--- src/ddf_pkg.sv ---
// ddf_pkg: shared types and constants for the degenerate facet filter.
// Used by the channel interfaces, the entry memory and the top level.
package ddf_pkg;

    localparam int unsigned REF_W        = 24;
    localparam int unsigned DROP_W       = 32;
    localparam int unsigned MIN_DISTINCT = 3;

    // item_kind codes
    localparam logic KIND_ENTRY   = 1'b0;
    localparam logic KIND_SUMMARY = 1'b1;

    // one input word: a face-loop entry with its parallel indices
    typedef struct packed {
        logic signed [REF_W-1:0] point_ref;
        logic signed [REF_W-1:0] param_ref;
        logic signed [REF_W-1:0] normal_ref;
        logic signed [REF_W-1:0] color_ref;
        logic signed [REF_W-1:0] face_ref;
        logic                    stream_end;
    } t_in_word;

    // one buffered entry
    typedef struct packed {
        logic signed [REF_W-1:0] point_ref;
        logic signed [REF_W-1:0] param_ref;
        logic signed [REF_W-1:0] normal_ref;
        logic signed [REF_W-1:0] color_ref;
        logic signed [REF_W-1:0] face_ref;
    } t_mem_word;

    // one output word
    typedef struct packed {
        logic                    item_kind;
        logic signed [REF_W-1:0] out_point;
        logic signed [REF_W-1:0] out_param;
        logic signed [REF_W-1:0] out_normal;
        logic signed [REF_W-1:0] out_color;
        logic signed [REF_W-1:0] out_face;
        logic                    run_last;
        logic [DROP_W-1:0]       dropped_total;
        logic                    overflow_seen;
    } t_out_word;

    typedef enum logic [2:0] {
        ST_COLLECT,
        ST_READ,
        ST_EMIT,
        ST_TERM,
        ST_SUMMARY
    } t_state;

endpackage

--- src/ddf_if.sv ---
// ddf_if: valid/ready channel interfaces for input and output words.
// Depends on ddf_pkg for the payload types.
interface ddf_in_if import ddf_pkg::*; ();
    logic     valid;
    logic     ready;
    t_in_word data;

    modport source (output valid, output data, input ready);
    modport sink   (input valid, input data, output ready);
endinterface

interface ddf_out_if import ddf_pkg::*; ();
    logic      valid;
    logic      ready;
    t_out_word data;

    modport source (output valid, output data, input ready);
    modport sink   (input valid, input data, output ready);
endinterface

--- src/ddf_mem.sv ---
// ddf_mem: facet entry buffer, one write port and one registered read port.
// Depends on ddf_pkg for the entry type.
module ddf_mem import ddf_pkg::*; #(
    parameter int unsigned DEPTH = 32,
    parameter int unsigned AW    = 5
) (
    input  logic          i_clk,
    input  logic          i_we,
    input  logic [AW-1:0] i_waddr,
    input  t_mem_word     i_wdata,
    input  logic          i_re,
    input  logic [AW-1:0] i_raddr,
    output t_mem_word     o_rdata
);

    t_mem_word r_mem [DEPTH];
    t_mem_word r_rdata;

    // write port
    always_ff @(posedge i_clk) begin
        if (i_we) begin
            r_mem[i_waddr] <= i_wdata;
        end
    end

    // read port, data held until the next read
    always_ff @(posedge i_clk) begin
        if (i_re) begin
            r_rdata <= r_mem[i_raddr];
        end
    end

    assign o_rdata = r_rdata;

endmodule

--- src/degenerate_facet_filter.sv ---
// degenerate_facet_filter: top level, facet tracking, replay sequencer, output register.
// Depends on ddf_pkg, ddf_if and ddf_mem.
//
// Entries are taken one per cycle while a facet is collected; each stored entry (the
// first one, and later nonzero ones while the facet has room) is written into the entry
// buffer and the run count is updated on the fly. When a facet is decided (zero entry or
// stream_end) a kept facet of n entries is replayed from the buffer, each word by a memory
// read, then an output load, followed by the terminator word and the summary word when
// they apply; no new entry is taken during replay. A dropped facet is not replayed. The
// single read port and the sink pace the replay. Output words wait in a one-word register,
// so input entries are still accepted while a word is held by the sink.
module degenerate_facet_filter import ddf_pkg::*; #(
    parameter int unsigned MAX_FACET = 32
) (
    input  logic             i_clk,
    input  logic             i_rst_n,
    ddf_in_if.sink           i_in,
    ddf_out_if.source        o_out
);

    localparam int unsigned AW   = $clog2(MAX_FACET);
    localparam int unsigned MC_W = $clog2(MAX_FACET + 2);
    localparam logic [MC_W-1:0] MC_MAX  = MC_W'(MAX_FACET);
    localparam logic [MC_W-1:0] MC_OVF  = MC_W'(MAX_FACET + 1);
    localparam logic [MC_W-1:0] MC_ONE  = MC_W'(1);
    localparam logic [MC_W-1:0] MC_DIST = MC_W'(MIN_DISTINCT);

    t_state r_state, n_state;

    // facet tracking state
    logic [MC_W-1:0]   r_mc, n_mc;
    logic [MC_W-1:0]   r_rc, n_rc;
    logic [REF_W-1:0]  r_first, n_first;
    logic [REF_W-1:0]  r_prev, n_prev;
    logic [DROP_W-1:0] r_drop, n_drop;
    logic              r_ovf, n_ovf;

    // replay control
    logic [MC_W-1:0]   r_len, n_len;
    logic [MC_W-1:0]   r_idx, n_idx;
    logic              r_has_term, n_has_term;
    logic              r_at_end, n_at_end;
    t_mem_word         r_term;

    // output register
    logic              r_out_valid, n_out_valid;
    t_out_word         r_out_word, n_out_word;

    // memory ports
    logic              mem_we, mem_re;
    logic [AW-1:0]     mem_waddr;
    t_mem_word         mem_wdata, mem_rdata;

    logic              in_take, slot_free, load_out, last_entry;
    logic              br_first, br_term, br_add, decide, keep;
    logic [REF_W-1:0]  v;
    logic [MC_W-1:0]   u_mc, u_rc, distinct;
    logic [REF_W-1:0]  u_first, u_prev;

    assign in_take    = i_in.valid && i_in.ready;
    assign slot_free  = !r_out_valid || o_out.ready;
    assign last_entry = (r_idx == (r_len - MC_ONE));

    ddf_mem #(
        .DEPTH (MAX_FACET),
        .AW    (AW)
    ) u_mem (
        .i_clk   (i_clk),
        .i_we    (mem_we),
        .i_waddr (mem_waddr),
        .i_wdata (mem_wdata),
        .i_re    (mem_re),
        .i_raddr (r_idx[AW-1:0]),
        .o_rdata (mem_rdata)
    );

    // entry classification and updated facet values
    always_comb begin
        v        = i_in.data.point_ref;
        br_first = (r_mc == '0);
        br_term  = !br_first && (v == '0);
        br_add   = !br_first && (v != '0) && (r_mc < MC_MAX);
        u_mc     = r_mc;
        u_rc     = r_rc;
        u_first  = r_first;
        u_prev   = r_prev;
        if (br_first) begin
            u_mc    = MC_ONE;
            u_rc    = MC_ONE;
            u_first = v;
            u_prev  = v;
        end else if (br_add) begin
            u_mc   = r_mc + MC_ONE;
            u_rc   = (v != r_prev) ? r_rc + MC_ONE : r_rc;
            u_prev = v;
        end else if (!br_term) begin
            u_mc   = MC_OVF;
        end
        // a closing run equal to the first value wraps onto the opening run
        distinct = ((u_rc > MC_ONE) && (u_prev == u_first)) ? u_rc - MC_ONE : u_rc;
        keep     = (u_mc <= MC_MAX) && (distinct >= MC_DIST);
        decide   = br_term || i_in.data.stream_end;
    end

    // buffer write on every stored entry
    always_comb begin
        mem_we    = in_take && (br_first || br_add);
        mem_waddr = br_first ? '0 : r_mc[AW-1:0];
        mem_wdata = '{point_ref:  i_in.data.point_ref,
                      param_ref:  i_in.data.param_ref,
                      normal_ref: i_in.data.normal_ref,
                      color_ref:  i_in.data.color_ref,
                      face_ref:   i_in.data.face_ref};
    end

    // next state
    always_comb begin
        n_state = r_state;
        case (r_state)
            ST_COLLECT: begin
                if (in_take && decide) begin
                    if (keep) begin
                        n_state = ST_READ;
                    end else if (i_in.data.stream_end) begin
                        n_state = ST_SUMMARY;
                    end
                end
            end
            ST_READ: begin
                n_state = ST_EMIT;
            end
            ST_EMIT: begin
                if (slot_free) begin
                    if (!last_entry) begin
                        n_state = ST_READ;
                    end else if (r_has_term) begin
                        n_state = ST_TERM;
                    end else if (r_at_end) begin
                        n_state = ST_SUMMARY;
                    end else begin
                        n_state = ST_COLLECT;
                    end
                end
            end
            ST_TERM: begin
                if (slot_free) begin
                    n_state = r_at_end ? ST_SUMMARY : ST_COLLECT;
                end
            end
            ST_SUMMARY: begin
                if (slot_free) begin
                    n_state = ST_COLLECT;
                end
            end
            default: begin
                n_state = ST_COLLECT;
            end
        endcase
    end

    // outputs and register updates per state
    always_comb begin
        i_in.ready  = 1'b0;
        mem_re      = 1'b0;
        load_out    = 1'b0;
        n_out_word  = r_out_word;
        n_mc        = r_mc;
        n_rc        = r_rc;
        n_first     = r_first;
        n_prev      = r_prev;
        n_drop      = r_drop;
        n_ovf       = r_ovf;
        n_len       = r_len;
        n_idx       = r_idx;
        n_has_term  = r_has_term;
        n_at_end    = r_at_end;
        case (r_state)
            ST_COLLECT: begin
                i_in.ready = 1'b1;
                if (in_take) begin
                    n_mc       = u_mc;
                    n_rc       = u_rc;
                    n_first    = u_first;
                    n_prev     = u_prev;
                    n_idx      = '0;
                    n_len      = u_mc;
                    n_has_term = br_term;
                    n_at_end   = i_in.data.stream_end;
                    if (decide) begin
                        n_mc = '0;
                        n_rc = '0;
                        if (!keep) begin
                            if (r_drop != '1) begin
                                n_drop = r_drop + DROP_W'(1);
                            end
                            if (u_mc > MC_MAX) begin
                                n_ovf = 1'b1;
                            end
                        end
                    end
                end
            end
            ST_READ: begin
                mem_re = 1'b1;
            end
            ST_EMIT: begin
                if (slot_free) begin
                    load_out   = 1'b1;
                    n_out_word = '{item_kind:     KIND_ENTRY,
                                   out_point:     mem_rdata.point_ref,
                                   out_param:     mem_rdata.param_ref,
                                   out_normal:    mem_rdata.normal_ref,
                                   out_color:     mem_rdata.color_ref,
                                   out_face:      mem_rdata.face_ref,
                                   run_last:      last_entry && !r_has_term && !r_at_end,
                                   dropped_total: '0,
                                   overflow_seen: 1'b0};
                    n_idx      = r_idx + MC_ONE;
                end
            end
            ST_TERM: begin
                if (slot_free) begin
                    load_out   = 1'b1;
                    n_out_word = '{item_kind:     KIND_ENTRY,
                                   out_point:     '0,
                                   out_param:     r_term.param_ref,
                                   out_normal:    r_term.normal_ref,
                                   out_color:     r_term.color_ref,
                                   out_face:      r_term.face_ref,
                                   run_last:      !r_at_end,
                                   dropped_total: '0,
                                   overflow_seen: 1'b0};
                end
            end
            ST_SUMMARY: begin
                if (slot_free) begin
                    load_out   = 1'b1;
                    n_out_word = '{item_kind:     KIND_SUMMARY,
                                   out_point:     '0,
                                   out_param:     '0,
                                   out_normal:    '0,
                                   out_color:     '0,
                                   out_face:      '0,
                                   run_last:      1'b1,
                                   dropped_total: r_drop,
                                   overflow_seen: r_ovf};
                    // a new stream starts with clean totals
                    n_drop     = '0;
                    n_ovf      = 1'b0;
                end
            end
            default: begin
            end
        endcase
        n_out_valid = load_out || (r_out_valid && !o_out.ready);
    end

    // control registers
    always_ff @(posedge i_clk) begin
        if (!i_rst_n) begin
            r_state     <= ST_COLLECT;
            r_mc        <= '0;
            r_rc        <= '0;
            r_first     <= '0;
            r_prev      <= '0;
            r_drop      <= '0;
            r_ovf       <= 1'b0;
            r_len       <= '0;
            r_idx       <= '0;
            r_has_term  <= 1'b0;
            r_at_end    <= 1'b0;
            r_out_valid <= 1'b0;
        end else begin
            r_state     <= n_state;
            r_mc        <= n_mc;
            r_rc        <= n_rc;
            r_first     <= n_first;
            r_prev      <= n_prev;
            r_drop      <= n_drop;
            r_ovf       <= n_ovf;
            r_len       <= n_len;
            r_idx       <= n_idx;
            r_has_term  <= n_has_term;
            r_at_end    <= n_at_end;
            r_out_valid <= n_out_valid;
        end
    end

    // payload registers
    always_ff @(posedge i_clk) begin
        r_out_word <= n_out_word;
        if (in_take) begin
            r_term <= mem_wdata;
        end
    end

    assign o_out.valid = r_out_valid;
    assign o_out.data  = r_out_word;

    // open facet count never passes the overflow mark
    a_mc_range: assert property (@(posedge i_clk) disable iff (!i_rst_n)
        r_mc <= MC_OVF)
        else $error("facet member count out of range");

    // replay only runs over a kept, in-buffer facet
    a_replay_len: assert property (@(posedge i_clk) disable iff (!i_rst_n)
        (r_state == ST_READ || r_state == ST_EMIT) |-> (r_len != '0 && r_len <= MC_MAX
            && r_idx < r_len))
        else $error("replay index outside the buffered facet");

    // a stream end always closes the open facet
    a_end_closes: assert property (@(posedge i_clk) disable iff (!i_rst_n)
        (in_take && i_in.data.stream_end) |=> (r_mc == '0 && r_rc == '0))
        else $error("facet left open after stream end");

    // totals clear once the summary word is loaded
    a_sum_clear: assert property (@(posedge i_clk) disable iff (!i_rst_n)
        (r_state == ST_SUMMARY && slot_free) |=> (r_drop == '0 && !r_ovf
            && r_out_word.item_kind == KIND_SUMMARY))
        else $error("totals not cleared after summary");

    // no input is taken while the buffer is being replayed
    a_no_take_replay: assert property (@(posedge i_clk) disable iff (!i_rst_n)
        (r_state != ST_COLLECT) |-> !in_take)
        else $error("entry accepted during replay");

endmodule
--- src/flat_wrapper.sv ---
// flat-port wrapper written by rule: the top's interface ports become plain ports
module degenerate_facet_filter_flat import ddf_pkg::*;
#(
    parameter int unsigned MAX_FACET = 32
)
  (i_clk, i_rst_n, i_in_valid, i_in_data, i_in_ready, o_out_valid, o_out_data, o_out_ready);
  ddf_in_if i_in_i ();
  ddf_out_if o_out_i ();
  input  logic i_clk;
  input  logic i_rst_n;
  input wire logic [$bits(i_in_i.valid)-1:0] i_in_valid;
  input wire logic [$bits(i_in_i.data)-1:0] i_in_data;
  output wire logic [$bits(i_in_i.ready)-1:0] i_in_ready;
  output wire logic [$bits(o_out_i.valid)-1:0] o_out_valid;
  output wire logic [$bits(o_out_i.data)-1:0] o_out_data;
  input wire logic [$bits(o_out_i.ready)-1:0] o_out_ready;
  assign i_in_i.valid = i_in_valid;
  assign i_in_i.data = i_in_data;
  assign i_in_ready = i_in_i.ready;
  assign o_out_valid = o_out_i.valid;
  assign o_out_data = o_out_i.data;
  assign o_out_i.ready = o_out_ready;
  degenerate_facet_filter #(.MAX_FACET(MAX_FACET)) u_core (.i_clk(i_clk), .i_rst_n(i_rst_n), .i_in(i_in_i), .o_out(o_out_i));
endmodule
--- config.mk ---
export PLATFORM = sky130hd
export DESIGN_NAME = degenerate_facet_filter_flat
export DESIGN_NICKNAME = d
export VERILOG_FILES = /design/src/ddf_pkg.sv /design/src/ddf_if.sv /design/src/ddf_mem.sv /design/src/degenerate_facet_filter.sv /design/src/flat_wrapper.sv
export SDC_FILE = /design/constraint.sdc
export NUM_CORES = 2
export LEC_CHECK = 0
export ABC_AREA = 1
export ABC_CLOCK_PERIOD_IN_PS = 12900
export BUFFER_PORTS_ARGS = -buffer_cell sky130_fd_sc_hd__buf_4
export CAP_MARGIN = 30
export CORE_MARGIN = 2
export CORE_UTILIZATION = 40
export CTS_CLUSTER_DIAMETER = 80
export DETAILED_ROUTE_END_ITERATION = 8
export PLACE_DENSITY = 0.52
export RECOVER_POWER = 100
export SYNTH_ARGS = -nofsm -noshare
export SYNTH_HDL_FRONTEND = slang
export SYNTH_HIERARCHICAL = 1
export SYNTH_SLANG_ARGS = --single-unit
--- constraint.sdc ---
create_clock -name i_clk -period 12.9 [get_ports i_clk]
set_input_delay 0.645 -clock i_clk [delete_from_list [all_inputs] [get_ports i_clk]]
set_output_delay 0.645 -clock i_clk [all_outputs]
set_load 0.03 [all_outputs]
==> key figures <==
Route
  – DRT Wirelength: 519000 µm
  – Wirelength per Cell: 25.2 µm
  – Drc violations: 0
  – Routed vias/inst: 5.43
  – DRT antenna net count: 0
  – Via count: 112000
  – DR pass1 iterations: 6
  – Initial DRC Count: 11600

Placed design
  – Hpwl dp: 262000 µm
  – IO buf count: 281
  – Place WS: 5.88 ns
  – RePlAce Congestion: 0.785

Die
  – Io pins: 282
  – Core Area: 434000 µm²
  – Die Ht: 664 µm
  – Starting density of the core: 40.2%
  – Die area: 441000 µm²
  – DIE WIDTH: 664 µm
  – Core Rows: 242

Timing
  – Unrepaired setup endpoints after global routing: false
  – Worst-Margin Slew: 8.13 ns
  – Relative slew slack: -442%
  – Highest Clock Rate: 106 MHz
  – Fin crit share: 73.5%
  – Slew Viols, Final: 6324
  – Setup violators final: 0
  – Clk_skew: 0.0806 ns
  – Final worst slack: 3.42 ns
  – Hold Violations, Final: 0
  – TNS Setup: 0 ns
  – Fin crit period: 9.48 ns

CTS
  – CTS Buf Count: 455
  – Clk pin slew, worst setup/hold paths: 0.06 ns
  – Htree depth: 5
  – Worst-Skew Late Latency: 1.03 ns
  – Clk buf depth: 4
  – Post-CTS setup buffer count: 0
  – CTS tree: built
  – Root Driver: clkbuf_16
  – Clock Sinks: 4322

Global route
  – Largest net degree at the start of global routing: 283
  – GRT Overall Usage: 22.9%
  – First-pass GRT wire length: 751000 µm
  – Initial antenna violation count: 34
  – Vias in the first global route: 107000
  – Grt ovf: 0

Job
  – Total of max-cap violations: 173

Yosys
  – FFs w/ async S/R, synth: 0%
  – Synthesized cell area: 174000 µm²
  – Post-synthesis sequential area ratio: 73.8%
  – Primary FF master, synth: edfxtp_1
  – Distinct cells, synth: 45
  – #FFs+latches synth: 4322
  – Syn_nets: 14500
  – Syn Inst Count: 14400
  – Syn_area_per_cell: 12.1 µm²
  – EDFF count, synth: 4211
  – Warnings from Yosys: 6

Worst hold path
  – Worst hold-check path type: primary input to register

Critical path
  – Arr. time, crit path: 10.32 ns
  – Cell repeated most along the worst path: nand2_1
  – CP required: 13.74 ns
  – Critical path class: register to register
  – Crit-path max FO: 107
  – CP peak stage delay: 2.78 ns
  – CP Launch Type: register
  – Crit-path cells: inv_8 > clkbuf_1 > buf_12 > clkbuf_1 > nand3_1 > nand2_1 > nand2_1 > nand2_1 > nand2_1 > nand2_1
  – Slowest cell on crit path: clkbuf_1
  – CP endpoint kind: register

Layout
  – Layout overhead on the synthesized area: 11.6%
  – FF+latch area: 129000 µm²
  – Most frequent cells in the layout: 4503 x nand2_1, 4211 x edfxtp_1, 3469 x nand3_1
  – Nets@finish: 14600
  – Commonest non-fill, non-tap cell in the layout: nand2_1
  – Area occupied by multi-input gates: 39800 µm²
  – # fillers: 39700
  – Layout cell share with drive strength beyond 1: 7.05%

Power and ir drop
  – Max VDD drop: 0.172 mV
  – Power density over the cells: 185 nW/µm²
  – Leakage: 67.4 nW

Outcome
  – Failing checks: capacitance limit, slew limit
  – Status: finished, violations left
[state kept, by name, indices dropped and copies added, names as in the netlist]
name,cells
u_core/r_ovf,1
u_core/u_mem/o_rdata,120
u_core/r_state,3
u_core/r_has_term,1
u_core/r_first,24
u_core/r_term,96
u_core/r_at_end,1
u_core/r_prev,24
u_core/o_out.data,155
u_core/r_idx,6
u_core/r_mc,6
u_core/r_rc,6
u_core/r_drop,32
u_core/o_out.valid,1
u_core/r_len,6
u_core/u_mem/r_mem,3840
[power breakdown]
group | leakage, nW | switching [mW] | internal (mW)
combinational | 21.4 | 4.86 | 1.61
sequential | 38.9 | 0.263 | 16.3
clock | 7.10 | 5.59 | 7.32
total | 67.4 | 10.7 | 25.2
[metal layers]
metal  vias up  track usage [%]  share of wire, %
li1      51100                -                 -
met1     56200             32.8                44
met2      3840             36.2                46
met3       760             3.64               6.8
met4         4             6.37               2.9
met5         -                0            0.0069
[cell families (layout without fill, tap and decap cells)]
family,Yosys count,count (layout),synth area share [%]
AO/OA/AOI/OAI,283,283,1.06
buffers and inverters,1138,1614,3.42
XOR/XNOR,43,43,0.216
adder cells (fa/ha/maj),8,8,0.0574
AND/OR/NAND/NOR,8567,8567,21.4
flip-flops,4322,4322,73.8
other,0,11,0
[repair_timing]
item / CTS / global route
hold buffers: 47 / 0
resized for setup: 0 / 0
hold endpoints to repair: 696 / 0
[Yosys cell counts, types with 2 or more instances]
cell	instances	area share (%)
or2_2	2	0.0072
nor3b_1	4	0.017
buf_1	66	0.14
nor4_1	13	0.047
nand2_4	2	0.013
o22ai_1	41	0.15
nand3_1	3467	10
inv_1	221	0.48
a21oi_1	97	0.28
a22o_1	96	0.48
nand2_2	242	0.87
nand3b_1	5	0.022
edfxtp_1	4211	73
xnor2_1	4	0.020
nand4_1	44	0.16
nor2_2	3	0.011
inv_2	7	0.015
o21ai_0	36	0.10
nor2_1	251	0.54
buf_4	55	0.24
ha_1	8	0.057
buf_12	28	0.32
o21bai_1	4	0.017
buf_2	559	1.6
clkbuf_1	155	0.33
clkinv_1	3	0.0065
buf_6	35	0.23
xor2_1	39	0.20
o21ai_1	3	0.0086
dfxtp_1	111	1.3
nor3_1	26	0.075
buf_8	6	0.052
nand2_1	4500	9.7
nand3_2	6	0.034
[critical path, delay by kind of cell, from the launching register on]
family	cells	cell delay, ns
buf+inv	4	7.00
flops	1	0.89
simple gates	6	1.22
[per-stage QoR]
| stage | utilization, % | std cells | power (mW) | hold WS [ns] | cell area [µm²] |
|---|---|---|---|---|---|
| 2_1_floorplan | - | 14400 | 21.3 | 0.431 | 174000 |
| 3_3_place_gp | 41.6 | 19700 | 23.5 | 0.449 | 181000 |
| 3_5_place_dp | 41.7 | 19700 | 23.5 | 0.448 | 181000 |
| 4_1_cts | 45.2 | 20600 | 36.4 | 0.0000386 | 196000 |
| 5_1_grt | 44.8 | 20600 | 37.4 | 0.275 | 195000 |
| 6_report | 44.8 | 20600 | 35.9 | 0.282 | 195000 |
[path summary, 6_finish.rpt]
check,start,end,slack (ns),depth (start not counted)
hold reg to reg,u_core/r_ovf,u_core/r_ovf,0.46,2
hold / removal,i_in_valid,u_core/r_state[2],0.28,6
setup / recovery,u_core/r_idx[2],u_core/u_mem/o_rdata[42],3.42,10
setup reg to reg,u_core/r_idx[2],u_core/u_mem/o_rdata[42],3.42,10
[layout make-up]
| type | instances | area share [%] |
|---|---|---|
| clock buffer | 549 | 6.04 |
| sequential | 4322 | 66.1 |
| timing repair buffer | 543 | 1.76 |
| tap | 5734 | 3.69 |
| multi-input combinational | 8901 | 20.4 |
| inverter | 233 | 0.487 |
| antenna | 11 | 0.0141 |
| clock inverter | 289 | 1.44 |
Power figures use the tool's default switching activity.
